## src/rtl/blearp_pkg.sv

```systemverilog
package blearp_pkg;

	localparam int ADDR_W  = 48;
	localparam int POS_W   = 5;
	localparam int TDATA_W = 72;

	typedef enum logic [1:0] {
		ST_OK    = 2'd0,
		ST_DONE  = 2'd1,
		ST_WRONG = 2'd2,
		ST_TRUNC = 2'd3
	} status_t;

	// subevent codes
	localparam logic [7:0] SUBEV_CONN_DONE  = 8'h01;
	localparam logic [7:0] SUBEV_ADV_REPORT = 8'h02;

	// AD record types that carry a local name
	localparam logic [7:0] AD_SHORT_NAME    = 8'h08;
	localparam logic [7:0] AD_COMPLETE_NAME = 8'h09;

	// header byte positions
	localparam logic [3:0] HDR_FIRST      = 4'd0;
	localparam logic [3:0] HDR_SUBEVENT   = 4'd3;
	localparam logic [3:0] HDR_ADDR_FIRST = 4'd7;
	localparam logic [3:0] HDR_DATA_LEN   = 4'd13;

	localparam int ADDR_BYTES = 6;

	// summary request from the parser to the output stage
	typedef struct packed {
		logic               valid;
		status_t            status;
		logic [ADDR_W-1:0]  addr;
		logic signed [7:0]  rssi;
		logic               burst;
		logic               last;
	} summary_t;

endpackage

```

## src/rtl/blearp_name_mem.sv

```systemverilog
module blearp_name_mem #(
	parameter int NAME_BYTES = 31
) (
	input  logic                          clk,
	input  logic                          arst_n,
	input  logic                          clear,
	input  logic                          wr_en,
	input  logic [$clog2(NAME_BYTES)-1:0] wr_idx,
	input  logic [7:0]                    wr_data,
	input  logic                          rd_en,
	input  logic [$clog2(NAME_BYTES)-1:0] rd_idx,
	output logic [7:0]                    rd_data
);

	logic [7:0]            mem [NAME_BYTES];
	logic [NAME_BYTES-1:0] vld_q;
	logic [7:0]            rd_s1;
	logic                  rd_vld_s1;

	// entry valid bits; an entry never written since the last clear reads zero
	always_ff @(posedge clk or negedge arst_n) begin
		if (!arst_n) begin
			vld_q <= '0;
		end else if (clear) begin
			vld_q <= '0;
		end else if (wr_en) begin
			vld_q[wr_idx] <= 1'b1;
		end
	end

	always_ff @(posedge clk) begin
		if (wr_en) begin
			mem[wr_idx] <= wr_data;
		end
	end

	// read data holds while no read is issued
	always_ff @(posedge clk) begin
		if (rd_en) begin
			rd_s1     <= mem[rd_idx];
			rd_vld_s1 <= vld_q[rd_idx];
		end
	end

	assign rd_data = rd_vld_s1 ? rd_s1 : 8'h00;

endmodule

```

## src/rtl/blearp_parse.sv

```systemverilog
module blearp_parse #(
	parameter int NAME_BYTES = 31
) (
	input  logic                          clk,
	input  logic                          arst_n,
	input  logic                          in_fire,
	input  logic [7:0]                    data_byte,
	input  logic                          end_of_packet,
	output logic                          mem_clear,
	output logic                          mem_wr_en,
	output logic [$clog2(NAME_BYTES)-1:0] mem_wr_idx,
	output logic [7:0]                    mem_wr_data,
	output blearp_pkg::summary_t          sum
);

	localparam int IW  = $clog2(NAME_BYTES);
	localparam int IW1 = $clog2(NAME_BYTES + 1);
	localparam logic [7:0]     NB8  = 8'(NAME_BYTES);
	localparam logic [IW1-1:0] NBW  = IW1'(NAME_BYTES);

	typedef enum logic [2:0] {
		PH_HEADER,
		PH_REC_LEN,
		PH_REC_TYPE,
		PH_REC_VALUE,
		PH_RSSI,
		PH_DRAIN
	} phase_t;

	phase_t                        phase_q, phase_n;
	logic [3:0]                    hdr_cnt_q, hdr_cnt_n;
	logic [7:0]                    data_rem_q, data_rem_n;
	logic [7:0]                    rec_rem_q, rec_rem_n;
	logic                          is_name_q, is_name_n;
	logic                          stop_q, stop_n;
	logic [IW1-1:0]                wr_idx_q, wr_idx_n;
	logic [blearp_pkg::ADDR_W-1:0] addr_q, addr_n;
	logic                          emitted_q, emitted_n;
	logic [7:0]                    rr;

	always_comb begin
		phase_n    = phase_q;
		hdr_cnt_n  = hdr_cnt_q;
		data_rem_n = data_rem_q;
		rec_rem_n  = rec_rem_q;
		is_name_n  = is_name_q;
		stop_n     = stop_q;
		wr_idx_n   = wr_idx_q;
		addr_n     = addr_q;
		emitted_n  = emitted_q;
		rr         = rec_rem_q - 8'd1;
		mem_clear  = 1'b0;
		mem_wr_en  = 1'b0;
		mem_wr_idx = wr_idx_q[IW-1:0];
		mem_wr_data = data_byte;
		sum        = '0;
		if (in_fire) begin
			unique case (phase_q)
				PH_HEADER: begin
					if (hdr_cnt_q == blearp_pkg::HDR_FIRST) begin
						mem_clear = 1'b1;
					end
					if (hdr_cnt_q == blearp_pkg::HDR_SUBEVENT &&
					    data_byte != blearp_pkg::SUBEV_ADV_REPORT) begin
						sum.valid  = 1'b1;
						sum.status = (data_byte == blearp_pkg::SUBEV_CONN_DONE) ?
						             blearp_pkg::ST_DONE : blearp_pkg::ST_WRONG;
						sum.addr   = addr_q;
						sum.last   = 1'b1;
						emitted_n  = 1'b1;
						phase_n    = PH_DRAIN;
					end else if (hdr_cnt_q == blearp_pkg::HDR_DATA_LEN) begin
						data_rem_n = data_byte;
						phase_n    = (data_byte != 8'd0) ? PH_REC_LEN : PH_RSSI;
					end else begin
						for (int k = 0; k < blearp_pkg::ADDR_BYTES; k++) begin
							if (hdr_cnt_q == blearp_pkg::HDR_ADDR_FIRST + 4'(k)) begin
								addr_n[8*k +: 8] = addr_q[8*k +: 8] | data_byte;
							end
						end
						hdr_cnt_n = hdr_cnt_q + 4'd1;
					end
				end
				PH_REC_LEN, PH_REC_TYPE, PH_REC_VALUE: begin
					if (!stop_q) begin
						unique case (phase_q)
							PH_REC_LEN: begin
								// zero length or overrun ends the walk
								if (data_byte == 8'd0 || data_byte >= data_rem_q) begin
									stop_n = 1'b1;
								end else begin
									rec_rem_n = data_byte;
									phase_n   = PH_REC_TYPE;
								end
							end
							PH_REC_TYPE: begin
								rec_rem_n = rr;
								is_name_n = (data_byte == blearp_pkg::AD_SHORT_NAME ||
								             data_byte == blearp_pkg::AD_COMPLETE_NAME) &&
								            rr <= NB8;
								wr_idx_n  = '0;
								phase_n   = (rr != 8'd0) ? PH_REC_VALUE : PH_REC_LEN;
							end
							default: begin
								if (is_name_q && wr_idx_q < NBW) begin
									mem_wr_en = 1'b1;
									wr_idx_n  = wr_idx_q + IW1'(1);
								end
								rec_rem_n = rr;
								if (rr == 8'd0) begin
									phase_n = PH_REC_LEN;
								end
							end
						endcase
					end
					data_rem_n = data_rem_q - 8'd1;
					if (data_rem_n == 8'd0) begin
						phase_n = PH_RSSI;
					end
				end
				PH_RSSI: begin
					sum.valid  = 1'b1;
					sum.status = blearp_pkg::ST_OK;
					sum.addr   = addr_q;
					sum.rssi   = data_byte;
					sum.burst  = 1'b1;
					emitted_n  = 1'b1;
					phase_n    = PH_DRAIN;
				end
				default: ;
			endcase
			if (end_of_packet) begin
				if (!emitted_n) begin
					sum.valid  = 1'b1;
					sum.status = blearp_pkg::ST_TRUNC;
					sum.addr   = addr_n;
					sum.rssi   = '0;
					sum.last   = 1'b1;
				end
				phase_n    = PH_HEADER;
				hdr_cnt_n  = '0;
				data_rem_n = '0;
				rec_rem_n  = '0;
				is_name_n  = 1'b0;
				stop_n     = 1'b0;
				wr_idx_n   = '0;
				addr_n     = '0;
				emitted_n  = 1'b0;
			end
		end
	end

	always_ff @(posedge clk or negedge arst_n) begin
		if (!arst_n) begin
			phase_q    <= PH_HEADER;
			hdr_cnt_q  <= '0;
			data_rem_q <= '0;
			rec_rem_q  <= '0;
			is_name_q  <= 1'b0;
			stop_q     <= 1'b0;
			wr_idx_q   <= '0;
			addr_q     <= '0;
			emitted_q  <= 1'b0;
		end else begin
			phase_q    <= phase_n;
			hdr_cnt_q  <= hdr_cnt_n;
			data_rem_q <= data_rem_n;
			rec_rem_q  <= rec_rem_n;
			is_name_q  <= is_name_n;
			stop_q     <= stop_n;
			wr_idx_q   <= wr_idx_n;
			addr_q     <= addr_n;
			emitted_q  <= emitted_n;
		end
	end

endmodule

```

## src/rtl/blearp_emit.sv

```systemverilog
module blearp_emit #(
	parameter int NAME_BYTES = 31
) (
	input  logic                          clk,
	input  logic                          arst_n,
	input  blearp_pkg::summary_t          sum,
	output logic                          in_ready,
	output logic                          rd_en,
	output logic [$clog2(NAME_BYTES)-1:0] rd_idx,
	input  logic [7:0]                    rd_data,
	output logic                          out_valid,
	input  logic                          out_ready,
	output logic                          out_kind,
	output blearp_pkg::status_t           out_status,
	output logic [blearp_pkg::ADDR_W-1:0] out_addr,
	output logic signed [7:0]             out_rssi,
	output logic [7:0]                    out_name_byte,
	output logic [blearp_pkg::POS_W-1:0]  out_name_pos,
	output logic                          out_last
);

	localparam int IW  = $clog2(NAME_BYTES);
	localparam int IW1 = $clog2(NAME_BYTES + 1);
	localparam logic [IW1-1:0] NBW     = IW1'(NAME_BYTES);
	localparam logic [IW-1:0]  LAST_IX = IW'(NAME_BYTES - 1);

	logic           busy_q;
	logic [IW1-1:0] rd_cnt_q;
	logic           pend_s1;
	logic [IW-1:0]  idx_s1;
	logic           out_free, load_name, burst_end;

	assign out_free  = !out_valid || out_ready;
	assign load_name = pend_s1 && out_free;
	assign burst_end = load_name && idx_s1 == LAST_IX;
	assign in_ready  = !busy_q && out_free;
	assign rd_en     = busy_q && rd_cnt_q < NBW && (!pend_s1 || load_name);
	assign rd_idx    = rd_cnt_q[IW-1:0];

	always_ff @(posedge clk or negedge arst_n) begin
		if (!arst_n) begin
			busy_q    <= 1'b0;
			rd_cnt_q  <= '0;
			pend_s1   <= 1'b0;
			out_valid <= 1'b0;
		end else begin
			if (sum.valid && sum.burst) begin
				busy_q   <= 1'b1;
				rd_cnt_q <= '0;
			end else begin
				if (burst_end) begin
					busy_q <= 1'b0;
				end
				if (rd_en) begin
					rd_cnt_q <= rd_cnt_q + IW1'(1);
				end
			end
			if (rd_en) begin
				pend_s1 <= 1'b1;
			end else if (load_name) begin
				pend_s1 <= 1'b0;
			end
			if (sum.valid || load_name) begin
				out_valid <= 1'b1;
			end else if (out_ready) begin
				out_valid <= 1'b0;
			end
		end
	end

	always_ff @(posedge clk) begin
		if (rd_en) begin
			idx_s1 <= rd_idx;
		end
		if (sum.valid) begin
			out_kind      <= 1'b0;
			out_status    <= sum.status;
			out_addr      <= sum.addr;
			out_rssi      <= sum.rssi;
			out_name_byte <= 8'h00;
			out_name_pos  <= '0;
			out_last      <= sum.last;
		end else if (load_name) begin
			out_kind      <= 1'b1;
			out_status    <= blearp_pkg::ST_OK;
			out_addr      <= '0;
			out_rssi      <= '0;
			out_name_byte <= rd_data;
			out_name_pos  <= blearp_pkg::POS_W'(idx_s1);
			out_last      <= idx_s1 == LAST_IX;
		end
	end

`ifndef SYNTHESIS
	a_sum_no_overwrite: assert property (@(posedge clk) disable iff (!arst_n)
		sum.valid |-> out_free)
		else $error("summary loaded over an untaken result");
	a_sum_not_in_burst: assert property (@(posedge clk) disable iff (!arst_n)
		sum.valid |-> !busy_q && !pend_s1)
		else $error("summary request during a name burst");
	a_burst_ends: assert property (@(posedge clk) disable iff (!arst_n)
		burst_end |=> !busy_q && !pend_s1)
		else $error("name burst did not close after the last entry");
	a_pend_only_busy: assert property (@(posedge clk) disable iff (!arst_n)
		pend_s1 |-> busy_q)
		else $error("name read outstanding outside a burst");
`endif

endmodule

```

## src/rtl/ble_adv_report_parser.sv

```systemverilog
// Channel | Dir | Handshake         | Payload
// s_      | in  | s_tvalid/s_tready | tdata: data_byte; tlast: end_of_packet
// m_      | out | m_tvalid/m_tready | tdata: status, device_address, signal_strength,
//         |     |                   |   name_byte, name_position; tuser: kind; tlast: last
//
// Packet bytes are taken one per cycle while input is not stalled; every header and
// AD byte updates the parser registers and at most one name store entry in the cycle
// it is accepted. The RSSI byte queues the summary and starts a name burst: NAME_BYTES
// reads of the name store, one per cycle while m_tready holds, so input stalls for the
// whole burst, longer when m_tready drops.
// Input also stalls while any result sits in the output register untaken.
// Reset clears all control state and the name store valid bits at once; no clearing pass.
module ble_adv_report_parser #(
	parameter int NAME_BYTES = 31
) (
	input  logic                           clk,
	input  logic                           arst_n,
	input  logic                           s_tvalid,
	output logic                           s_tready,
	input  logic [7:0]                     s_tdata,   // [7:0] data_byte
	input  logic                           s_tlast,
	output logic                           m_tvalid,
	input  logic                           m_tready,
	// [1:0] status, [49:2] device_address, [57:50] signal_strength,
	// [65:58] name_byte, [70:66] name_position, [71] zero
	output logic [blearp_pkg::TDATA_W-1:0] m_tdata,
	output logic                           m_tuser,   // [0] kind
	output logic                           m_tlast
);

	localparam int IW = $clog2(NAME_BYTES);

	logic                          in_fire;
	logic                          mem_clear, mem_wr_en, rd_en;
	logic [IW-1:0]                 mem_wr_idx, rd_idx;
	logic [7:0]                    mem_wr_data, rd_data;
	blearp_pkg::summary_t          sum;
	blearp_pkg::status_t           out_status;
	logic [blearp_pkg::ADDR_W-1:0] out_addr;
	logic signed [7:0]             out_rssi;
	logic [7:0]                    out_name_byte;
	logic [blearp_pkg::POS_W-1:0]  out_name_pos;

	// a request is taken only when the output register is free and no burst runs
	assign in_fire = s_tvalid && s_tready;

	blearp_parse #(.NAME_BYTES(NAME_BYTES)) u_parse (
		.clk          (clk),
		.arst_n       (arst_n),
		.in_fire      (in_fire),
		.data_byte    (s_tdata),
		.end_of_packet(s_tlast),
		.mem_clear    (mem_clear),
		.mem_wr_en    (mem_wr_en),
		.mem_wr_idx   (mem_wr_idx),
		.mem_wr_data  (mem_wr_data),
		.sum          (sum)
	);

	// writes happen only on accepted bytes and reads only during a burst, when input
	// is held, so the two never touch the store in the same cycle
	blearp_name_mem #(.NAME_BYTES(NAME_BYTES)) u_mem (
		.clk    (clk),
		.arst_n (arst_n),
		.clear  (mem_clear),
		.wr_en  (mem_wr_en),
		.wr_idx (mem_wr_idx),
		.wr_data(mem_wr_data),
		.rd_en  (rd_en),
		.rd_idx (rd_idx),
		.rd_data(rd_data)
	);

	blearp_emit #(.NAME_BYTES(NAME_BYTES)) u_emit (
		.clk          (clk),
		.arst_n       (arst_n),
		.sum          (sum),
		.in_ready     (s_tready),
		.rd_en        (rd_en),
		.rd_idx       (rd_idx),
		.rd_data      (rd_data),
		.out_valid    (m_tvalid),
		.out_ready    (m_tready),
		.out_kind     (m_tuser),
		.out_status   (out_status),
		.out_addr     (out_addr),
		.out_rssi     (out_rssi),
		.out_name_byte(out_name_byte),
		.out_name_pos (out_name_pos),
		.out_last     (m_tlast)
	);

	// pack the result fields, lowest field first, padded to whole bytes
	assign m_tdata = {1'b0, out_name_pos, out_name_byte, out_rssi, out_addr, out_status};

endmodule

```

## config.mk

```make
export PLATFORM = sky130hd
export DESIGN_NAME = ble_adv_report_parser
export DESIGN_NICKNAME = d
export VERILOG_FILES = /design/src/rtl/blearp_pkg.sv /design/src/rtl/blearp_name_mem.sv /design/src/rtl/blearp_parse.sv /design/src/rtl/blearp_emit.sv /design/src/rtl/ble_adv_report_parser.sv
export SDC_FILE = /design/constraint.sdc
export NUM_CORES = 1
export LEC_CHECK = 0
export ABC_AREA = 0
export BUFFER_PORTS_ARGS = -buffer_cell sky130_fd_sc_hd__buf_2
export CAP_MARGIN = 20
export CORE_ASPECT_RATIO = 1.4
export CORE_UTILIZATION = 25
export CTS_CLUSTER_SIZE = 25
export DETAILED_ROUTE_END_ITERATION = 10
export GPL_ROUTABILITY_DRIVEN = 1
export PLACE_DENSITY = 0.48
export SYNTH_ARGS = -nofsm -noshare
export SYNTH_HDL_FRONTEND = slang
export SYNTH_SLANG_ARGS = --single-unit
export TNS_END_PERCENT = 30
```

## constraint.sdc

```tcl
create_clock -name clk -period 3.8 [get_ports clk]
set_input_delay 0.19 -clock clk [delete_from_list [all_inputs] [get_ports clk]]
set_output_delay 0.19 -clock clk [all_outputs]
set_load 0.05 [all_outputs]
```

# Yosys cells after proc, flatten, opt, wreduce, memory -nomap -nowiden

Memories as Yosys holds them, arrays and structs flattened. A register that Yosys moved wholly into a read port is not among the register bits.
Index checks and enable logic that the tools add are counted.
Widths: inputs -> output; s select.

Bits in registers: 197
Latch bits: 0
Output and inout bits: 76
Memory bits (writable): 248
Word-level logic and storage cells: 214
Bits of input ports: 13
ROM bits: 0
Memories: 1

Bitwise logic cells: 7
$add $sub $neg: 5
Mux-type cells: 96
$mul: 0
Order comparisons: 7
Eq/ne operators: 28
Reduce and logical (&&, ||, !) cells: 47
Divide/modulo/power cells: 0
Shift-type cells: 0

Memories:

| name      | depth | bits a word | read ports | clocked after Yosys merged registers in | write ports | RTL line              | source |
|---|---|---|---|---|---|---|---|
| u_mem.mem | 31    | 8           | 1          | 1                                       | 1           | blearp_name_mem.sv:15 | `logic [7:0] mem [NAME_BYTES];` |

Operators with widths:

| kind                | count |
|---|---|
| $mux 48             | 6 |
| $mux 8              | 17 |
| $mux 59             | 2 |
| $pmux 51 s2         | 1 |
| $mux 31             | 2 |
| $mux 61             | 1 |
| $mux 51             | 1 |
| $or 8x8->8          | 6 |
| $mux 1              | 36 |
| $or 31x31->31       | 1 |
| $mux 5              | 6 |
| $eq 4x4->1 const B  | 6 |
| $logic_not 8->1     | 3 |
| $mux 3              | 8 |
| $reduce_bool 2->1   | 9 |
| $eq 8x4->1 const B  | 2 |
| $mux 4              | 4 |
| $pmux 8 s2          | 1 |
| $reduce_and 4->1    | 4 |
| $reduce_bool 8->1   | 2 |
| $sub 8x1->8 const B | 2 |
| $lt 5x6->1 const B  | 2 |
| $logic_and 1x1->1   | 11 |
| $add 5x1->5 const B | 2 |
| 39 further kinds    | 55 |

# Depth between registers and ports, before layout

Gate-level depths: netlist of run 1.

Word-level depth: 10
Depth in mapped cells: 10
Mapped depth without buffers: 8

# Hierarchy

Synthesis of run 1 repeated with hierarchy kept, for this count alone.

Cells, all modules: 1601
Area total of the unflattened synthesis: 20073.0 um^2

Modules (own cells, without submodules):

| module                | area each (um^2) | sequential area each (um^2) | cells an instance | times used |
|---|---|---|---|---|
| blearp_name_mem       | 11459.7          | 8493.1                      | 641               | 1 |
| blearp_parse          | 5275.1           | 1976.9                      | 721               | 1 |
| blearp_emit           | 3320.7           | 2402.3                      | 236               | 1 |
| ble_adv_report_parser | 17.5             | 0.0                         | 3                 | 1 |

# Worst setup path after synthesis of run 1

OpenSTA, ideal clock, no wires.

Path kind: reg2reg
From: register u_emit.out_valid
To: register u_emit.out_addr[0] (netlist bit), enable pin
Clock period less this slack: 3.452 ns
Buffers on the path: 3
Stages on the path, launching flop included: 8
Arrival time: 3.033 ns
Required time: 3.382 ns
Setup slack: 0.348 ns
Setup time: 0.418 ns
Cells stage by stage: dfrtp_1 nand2b_1 and3_1 clkbuf_1 clkbuf_1 o21ai_1 buf_2 nand2_1

Longest elaborated chain between the ends: 6
Elaborated cells between the ends (all ways): 7
Those cells by class: mux (1); reduce/logical (6)

Ends and longest elaborated chain:

| element                              | RTL line                    | source |
|---|---|---|
| start, declared                      | blearp_emit.sv:11           | `output logic out_valid,` |
| start signal, assigned               | blearp_emit.sv:45           | `out_valid <= 1'b0;` |
| start signal, assigned               | blearp_emit.sv:64           | `out_valid <= 1'b1;` |
| start signal, assigned               | blearp_emit.sv:66           | `out_valid <= 1'b0;` |
| $logic_not 1->1 *                    | blearp_emit.sv:33           | `assign out_free = !out_valid \|\| out_ready;` |
| $logic_or 1x1->1 *                   | blearp_emit.sv:33           |  |
| $logic_and 1x1->1                    | blearp_emit.sv:36           | `assign in_ready = !busy_q && out_free;` |
| $logic_and 1x1->1                    | ble_adv_report_parser.sv:45 | `assign in_fire = s_tvalid && s_tready;` |
| $mux 61                              | blearp_parse.sv:57          | `if (in_fire) begin` |
| $reduce_bool 2->1 (no source line) * | --                          |  |
| end signal, assigned                 | blearp_emit.sv:78           | `out_addr <= sum.addr;` |
| end, declared                        | blearp_emit.sv:15           | `output logic [blearp_pkg::ADDR_W-1:0] out_addr,` |

Mark *: on every way between the ends. The rest lies on a longest branch, timed or not.
A chain may end at the register's enable or synchronous reset.

# Worst setup path in the final report of run 1

From: register u_emit.rd_cnt_q[0], in the netlist u_emit.rd_idx[0]
To: register u_mem.rd_s1[5] (read register of u_mem.mem), data pin

Longest elaborated chain between the ends: 3

Ends and longest elaborated chain:

| element                         | RTL line              | source |
|---|---|---|
| start, declared                 | blearp_emit.sv:28     | `logic [IW1-1:0] rd_cnt_q;` |
| start signal, assigned          | blearp_emit.sv:55     | `rd_cnt_q <= rd_cnt_q + IW1'(1);` |
| $lt 5x5->1                      | blearp_emit.sv:37     | `assign rd_en = busy_q && rd_cnt_q < NBW && (!pend_s1 \|\| load_name);` |
| $logic_and 1x1->1 (2 in series) | blearp_emit.sv:37     |  |
| end, declared                   | blearp_name_mem.sv:17 | `logic [7:0] rd_s1;` |

Parallel ways exist; a longest one is shown, timed or not.

==> results.md, run 1 <==
Status
- outcome: completed

Placement
- cell area after placement: 20,800 µm²
- DP HPWL: 33,500 µm
- I/O Buffers: 87
- Final GP Congestion: 0.786
- # placed instances: 2,330

STA
- top achievable clock speed: 346 MHz
- final clock skew: 0.0335 ns
- Fin Hold WS: 0.0809 ns
- final number of setup-violating endpoints: 0
- transition at the pin with the smallest max-transition slack: 1.09 ns
- Fin. Hold Viols: 0
- final slew viol count: 0
- time the final worst path needs with I/O delays and setup: 2.89 ns
- period utilisation layout: 0.760
- setup repair after global routing missed its margin: false
- setup total negative slack: 0 ns
- worst slew margin relative to its limit: 0.267

Synthesis
- flip-flop cell with the highest count after synthesis: edfxtp_1
- synthesized area per cell: 14.7 µm²
- number of flops mapped to enable cells by yosys: 321
- nets in the synthesized netlist: 1,329
- count of cell types in the netlist: 75
- synthesized area: 19,000 µm²
- sequential-to-total area share from yosys stat: 0.679
- synthesized instance count: 1,294
- total of flip-flops plus latches after synthesis: 453
- Warnings, synthesis: 0
- share of synthesized flip-flops with an asynchronous set or reset: 0.260

Route
- post-route antenna net violation count: 0
- WL/cell: 20.6 µm
- drt drc: 0
- number of iterations in the first detailed-routing pass: 6
- total vias in the final route: 11,300
- sum of routed wire length over all layers: 49,800 µm
- count of routing violations after the opening detailed-route iteration: 595
- mean number of vias per cell: 4.66

Critical path
- Buf/Inv on CP: 1
- highest cell delay on the worst timing path: 0.91 ns
- Worst Path Arrival: 3.20 ns
- cell occurring most often along the worst timing path: mux4_2
- kind of cell adding the most delay to the critical path: multiplexers
- largest fanout on the critical path: 35
- Worst Setup Path Type: reg -> reg
- Worst path slowest cell: dfrtp_4
- crit path capture type: register
- required time worst endpoint: 4.11 ns
- Worst Setup Start Kind: register
- worst-path cell chain: buf_4, mux4_2, mux4_2, mux2_2

Floorplan
- Die Height: 328 µm
- number of cell rows: 119
- I/O pins: 89
- floorplan die area: 77,000 µm²
- initial cell density of the core: 0.252
- DIE WIDTH: 235 µm
- core box area: 75,200 µm²

Global route
- via count of the first global-routing pass: 11,700
- GRT Overall Usage: 0.129
- antenna violations before repair: 3
- maximum number of pins on one net before global-route repair: 66
- overflow left after global routing: 0
- global-route wire length before repair: 74,800 µm

Final layout
- Area Overhead vs Synth: 17.9%
- area of the multi-input gates: 5660 µm²
- non-filler cells, final: 2,417
- final-stage net count: 1,447
- storage element area: 12,900 µm²
- share of layout cells above drive strength 1: 0.232
- Non-Filler Cell Area, Final: 22,400 µm²
- fraction of the core area covered by cells at the end of the flow: 0.297
- leading cell type in the layout, fill and taps excluded: edfxtp_1
- fill cell total of the finished layout: 7,439
- antenna cell count: 0
- most frequent cells in the layout: edfxtp_1 (321), nor2_1 (166), a21oi_1 (128)

Pwr
- worst vdd rail ir drop: 470 µV
- Power Density: 727 nW/µm²
- leakage power summed over all cells: 7.99 nW

Clock tree
- count of buffers added by post-CTS timing repair for setup: 0
- total of cells resized after clock tree synthesis: 0
- number of H-tree levels: 2
- TritonCTS Sinks: 453
- Hold Buf Count CTS: 3
- clock tree from TritonCTS: built
- maximum clock path buffer count: 3
- worst skew pair latency: 0.59 ns
- number of clock buffers inserted by TritonCTS: 45
- clock slew at the register clock pins of the worst setup and hold paths: 0.06 ns
- root buf cell: clkbuf_16

Hold path
- worst min-delay path class: in -> reg

Flow run
- max capacitance violation total: 0

-- area by class of cell --
cell class                      count  area share
Timing Repair Buffer              151      0.0431
Sequential cell                   453       0.576
Clock inverter                     24      0.0133
Inverter                           26     0.00436
Clock buffer                       60      0.0561
Tap cell                          968      0.0542
Multi-Input combinational cell    735       0.253
-- stage by stage --
step                total power, W  setup WS [ns]
finish                      0.0163          0.912
global route                0.0170          0.698
CTS                         0.0165          0.851
detailed placement          0.0118          0.864
global placement            0.0117          0.876
floorplan                   0.0103          0.348
-- cell families (layout without fill, tap and decap cells) --
family / count (synthesis) / in the layout / synth area share
muxes: 101 / 101 / 0.107
other: 1 / 1 / 0.000198
buffers and inverters: 106 / 261 / 0.0241
AOI/OAI and AO/OA: 255 / 255 / 0.0823
DFF: 453 / 453 / 0.679
and+or+nand+nor: 346 / 346 / 0.0879
xor gates and xnor gates: 10 / 10 / 0.00462
adders and majority gates: 22 / 22 / 0.0145
-- power by group --
| group | total (W) | internal, W | switching (W) |
|---|---|---|---|
| registers | 0.00670 | 0.00602 | 0.000687 |
| clock network | 0.00465 | 0.00274 | 0.00191 |
| logic | 0.00491 | 0.00182 | 0.00309 |
| total | 0.0163 | 0.0106 | 0.00569 |
-- path summary, 6_finish.rpt --
path,from,to,slack [ns],depth (start not counted)
max in group asynchronous,arst_n,u_mem.vld_q[17],2.68,3
max,u_emit.rd_idx[0],u_mem.rd_s1[5],0.91,4
max reg2reg,u_emit.rd_idx[0],u_mem.rd_s1[5],0.91,4
min in group asynchronous,arst_n,u_parse.addr_q[21],0.22,2
min,s_tdata[5],u_mem.mem[17][5],0.08,1
min reg2reg,u_emit.out_name_pos[2],u_emit.out_name_pos[2],0.45,2
-- state kept, by name (all words and copies together) (netlist names), 2 cells and up --
| signal | cells |
|---|---|
| u_parse.rec_rem_q | 8 |
| u_mem.mem | 248 |
| u_parse.phase_q | 3 |
| u_emit.out_rssi | 8 |
| u_mem.vld_q | 31 |
| u_emit.out_addr | 48 |
| u_parse.hdr_cnt_q | 4 |
| u_mem.rd_s1 | 8 |
| u_emit.rd_idx | 5 |
| u_emit.out_name_pos | 5 |
| u_emit.idx_s1 | 5 |
| u_emit.out_status | 2 |
| u_parse.mem_wr_idx | 5 |
| u_parse.data_rem_q | 8 |
| u_emit.out_name_byte | 8 |
| u_parse.addr_q | 48 |
-- cell usage after synthesis (7+ instances only) --
cell type | number | area [µm²]
dfrtp_1 | 118 | 2950
nor3_1 | 15 | 75.1
buf_1 | 7 | 26.3
o2bb2ai_1 | 7 | 61.3
nor4_1 | 11 | 68.8
nand2b_1 | 9 | 56.3
nand3_1 | 20 | 100
buf_2 | 20 | 100
ha_1 | 22 | 275
nand2_1 | 64 | 240
xor2_1 | 7 | 61.3
nor2_1 | 167 | 627
a21oi_1 | 128 | 641
and2_1 | 9 | 56.3
mux2i_1 | 11 | 110
dfxtp_1 | 14 | 280
a31oi_1 | 9 | 56.3
o21a_1 | 35 | 263
mux2_2 | 9 | 101
clkbuf_1 | 48 | 180
edfxtp_1 | 321 | 9640
o21ai_1 | 21 | 105
mux4_2 | 81 | 1820
inv_1 | 25 | 93.8
o21ai_0 | 11 | 55.1
-- metal layers --
layer,up-vias,global-route usage,share of wire
met5,-,0,0.00026
met4,2,0.0592,0.042
met3,95,0.0188,0.033
met2,231,0.237,0.53
met1,5809,0.148,0.40
li1,5120,-,-
(Power assumes the default switching activity.)
==> inputs of run 2 (changes only) <==
Settings changed: ABC_AREA 0 to 1.
Clock period 3.8 ns to 2.7 ns, I/O delays scaled along.
==> run 2 against run 1 <==
Critical path depth increased by 5. Hold slack got worse by 0.057 ns. Clock skew decreased by 0.0096 ns. Synthesized cell count up 43%. First-iteration DRC count rose by 66%. Combinational power rose by 86%. Critical endpoint is now u_mem.rd_s1[3]. Largest power group unchanged.
==> results.md, run 2 <==
Status
- outcome: completed

Floorplan
- Die Height: 333 µm, +1.7%
- DIE WIDTH: 239 µm, +1.7%
- floorplan die area: 79,600 µm², +3.4%
- number of cell rows: 121, +1.7%
- I/O pins: 89, unchanged
- initial cell density of the core: 0.252, +0.000343
- core box area: 77,700 µm², +3.3%

Clock tree
- maximum clock path buffer count: 3, unchanged
- worst skew pair latency: 0.57 ns, -0.02 ns
- clock slew at the register clock pins of the worst setup and hold paths: 0.07 ns, about the same
- root buf cell: clkbuf_16
- clock tree from TritonCTS: built
- number of clock buffers inserted by TritonCTS: 43, -4.4%
- number of H-tree levels: 2, unchanged
- TritonCTS Sinks: 453, unchanged
- total of cells resized after clock tree synthesis: 0, unchanged

Hold path
- worst min-delay path class: in -> async

Global route
- GRT Overall Usage: 0.150, +0.0208
- antenna violations before repair: 4, +1
- maximum number of pins on one net before global-route repair: 67, +1.5%
- global-route wire length before repair: 91,000 µm, +22%
- via count of the first global-routing pass: 14,500, +24%
- overflow left after global routing: 0, unchanged

Route
- number of iterations in the first detailed-routing pass: 5, -1
- drt drc: 0, unchanged
- count of routing violations after the opening detailed-route iteration: 986, +66%
- WL/cell: 19.7 µm, -4.5%
- post-route antenna net violation count: 0, unchanged
- total vias in the final route: 14,200, +26%
- sum of routed wire length over all layers: 59,800 µm, +20%
- mean number of vias per cell: 4.66, +0.15%

Flow run
- max capacitance violation total: 0, unchanged

Placement
- I/O Buffers: 87, unchanged
- DP HPWL: 38,800 µm, +16%
- # placed instances: 2,952, +27%
- Final GP Congestion: 0.814, +3.7%

Pwr
- leakage power summed over all cells: 8.81 nW, +10%
- worst vdd rail ir drop: 741 µV, +58%
- Power, Total: 0.0248 W, +53%
- Power Density: 1080 nW/µm², +49%

STA
- final number of setup-violating endpoints: 0, unchanged
- worst slew margin relative to its limit: 0.341, +0.0744
- top achievable clock speed: 406 MHz, +17%
- setup repair after global routing missed its margin: false
- Fin. Hold Viols: 0, unchanged
- transition at the pin with the smallest max-transition slack: 0.983 ns, -0.109 ns
- setup total negative slack: 0 ns, unchanged
- final clock skew: 0.0238 ns, -0.00962 ns
- period utilisation layout: 0.913, +0.153
- final slew viol count: 0, unchanged
- time the final worst path needs with I/O delays and setup: 2.46 ns, -0.424 ns

Final layout
- area of the multi-input gates: 5690 µm², +0.66%
- share of layout cells above drive strength 1: 0.121, -0.110
- fill cell total of the finished layout: 8,001, +7.6%
- largest register by flop count: u_mem.mem
- non-filler cells, final: 3,038, +26%
- most frequent cells in the layout: nand2_1 (416), edfxtp_1 (321), nor2_1 (181)
- leading cell type in the layout, fill and taps excluded: nand2_1
- biggest regs: u_mem.mem x248, u_emit.out_addr x48, u_parse.addr_q x48
- storage element area: 12,900 µm², about the same
- final-stage net count: 1,993, +38%
- Largest register FFs: 248, unchanged
- Area Overhead vs Synth: 17.0%

Synthesis
- synthesized area per cell: 10.6 µm², -28%
- total of flip-flops plus latches after synthesis: 453, unchanged
- Synth top cells by count: nand2_1 (418), edfxtp_1 (321), nor2_1 (182)
- top-area cell type share of the netlist area: 0.492, -0.0169
- nets in the synthesized netlist: 1,891, +42%
- share of synthesized flip-flops with an asynchronous set or reset: 0.260, unchanged
- top cells by area in the synthesized netlist: edfxtp_1 (49%), dfrtp_1 (15%), nand2_1 (8.0%), nor2_1 (3.5%), a21oi_1 (3.1%)
- synthesized instance count: 1,856, +43%
- count of cell types in the netlist: 48, -36%
- sequential-to-total area share from yosys stat: 0.656, -0.0225
- number of flops mapped to enable cells by yosys: 321, unchanged
- most used standard cell by instance count after synthesis: nand2_1
- synthesized area: 19,600 µm², +3.4%
- flip-flop cell with the highest count after synthesis: edfxtp_1
- Warnings, synthesis: 0, unchanged
- cell accounting for the most synthesized area: edfxtp_1

Critical path
- crit path capture type: register
- Worst Path Arrival: 2.79 ns, -0.41 ns
- Worst Setup Path Type: reg -> reg
- Worst Setup Start Kind: register
- largest fanout on the critical path: 24, -31%
- required time worst endpoint: 3.03 ns, -1.08 ns

## run 2: cell types whose count changed after synthesis, moves of 25 or more
cell      change
nand2_1     +354
a22oi_1      +25
nand3_1      +57
a31oi_1      +34
o211ai_1     +25
mux4_2       -81
inv_1       +132
o21ai_0      +99
o21a_1       -32
## run 2: final timing paths
path,from,endpoint,slack [ns],cells after the start
setup / recovery,u_emit.rd_idx[0],u_mem.rd_s1[3],0.24,9
hold / removal,arst_n,u_parse.addr_q[13],0.02,2
setup reg to reg,u_emit.rd_idx[0],u_mem.rd_s1[3],0.24,9
hold reg to reg,u_emit.out_name_pos[1],u_emit.out_name_pos[1],0.46,2
max in group asynchronous,arst_n,u_emit.rd_idx[0],1.91,3
min in group clk,s_tvalid,u_parse.addr_q[40],0.03,4
## run 2: logic make-up (layout without fill, tap and decap cells)
family / after synthesis / in the layout / synth area share
buffers and inverters: 259 / 395 / 0.0551
AND/OR/NAND/NOR: 721 / 721 / 0.151
XOR/XNOR: 7 / 7 / 0.00313
other: 1 / 2 / 0.000191
adder cells (fa/ha/maj): 22 / 22 / 0.0140
AO/OA/AOI/OAI: 393 / 393 / 0.120
flip-flops: 453 / 453 / 0.656
## run 2: worst max-delay path: stages (launching register included)
cell and delay, ns:
dfrtp_2 0.63, inv_2 0.12, nand2_1 0.11, inv_2 0.23
buf_4 0.28, a22oi_1 0.19, o211ai_1 0.12, nand3_1 0.16
nand3_1 0.20, o21a_1 0.16
## run 2: metrics by stage
stage           util  area, µm²  setup WS, ns  hold WS [ns]
2_1_floorplan      -      19600         0.224        -0.161
3_3_place_gp   0.276      21400         0.244        0.0950
3_5_place_dp   0.276      21400         0.218        0.0991
4_1_cts        0.295      22900         0.199        0.0143
5_1_grt        0.295      22900        0.0710        0.0532
6_report       0.295      22900         0.236        0.0241
## run 2: layout make-up
type | count | share of cell area
clock inverters | 22 | 0.0116
clock buffers | 57 | 0.0523
flip-flops and latches | 453 | 0.561
repair buffers | 145 | 0.0415
inverters | 171 | 0.0281
multi-input cells | 1144 | 0.248
well taps | 1045 | 0.0570
diodes | 1 | 0.000109
## run 2: repair_timing
action	in CTS	in global routing
hold endpoints to repair	125	0
buffers inserted	0	0
hold buffers	6	0
## run 2: power by group
| part | switching [W] | total, W | internal (W) |
|---|---|---|---|
| Clock | 0.00274 | 0.00638 | 0.00364 |
| Combinational | 0.00681 | 0.00914 | 0.00233 |
| Sequential | 0.000664 | 0.00931 | 0.00865 |
| Total | 0.0102 | 0.0248 | 0.0146 |
## run 2: layer usage
layer | part of all wire | wire length, µm | global-route usage | vias to the layer above
li1 | - | - | - | 6620
met1 | 0.41 | 24700 | 0.183 | 7068
met2 | 0.51 | 30800 | 0.269 | 392
met3 | 0.045 | 2720 | 0.0208 | 91
met4 | 0.027 | 1590 | 0.0453 | 0
met5 | 0 | 0 | 0 | -
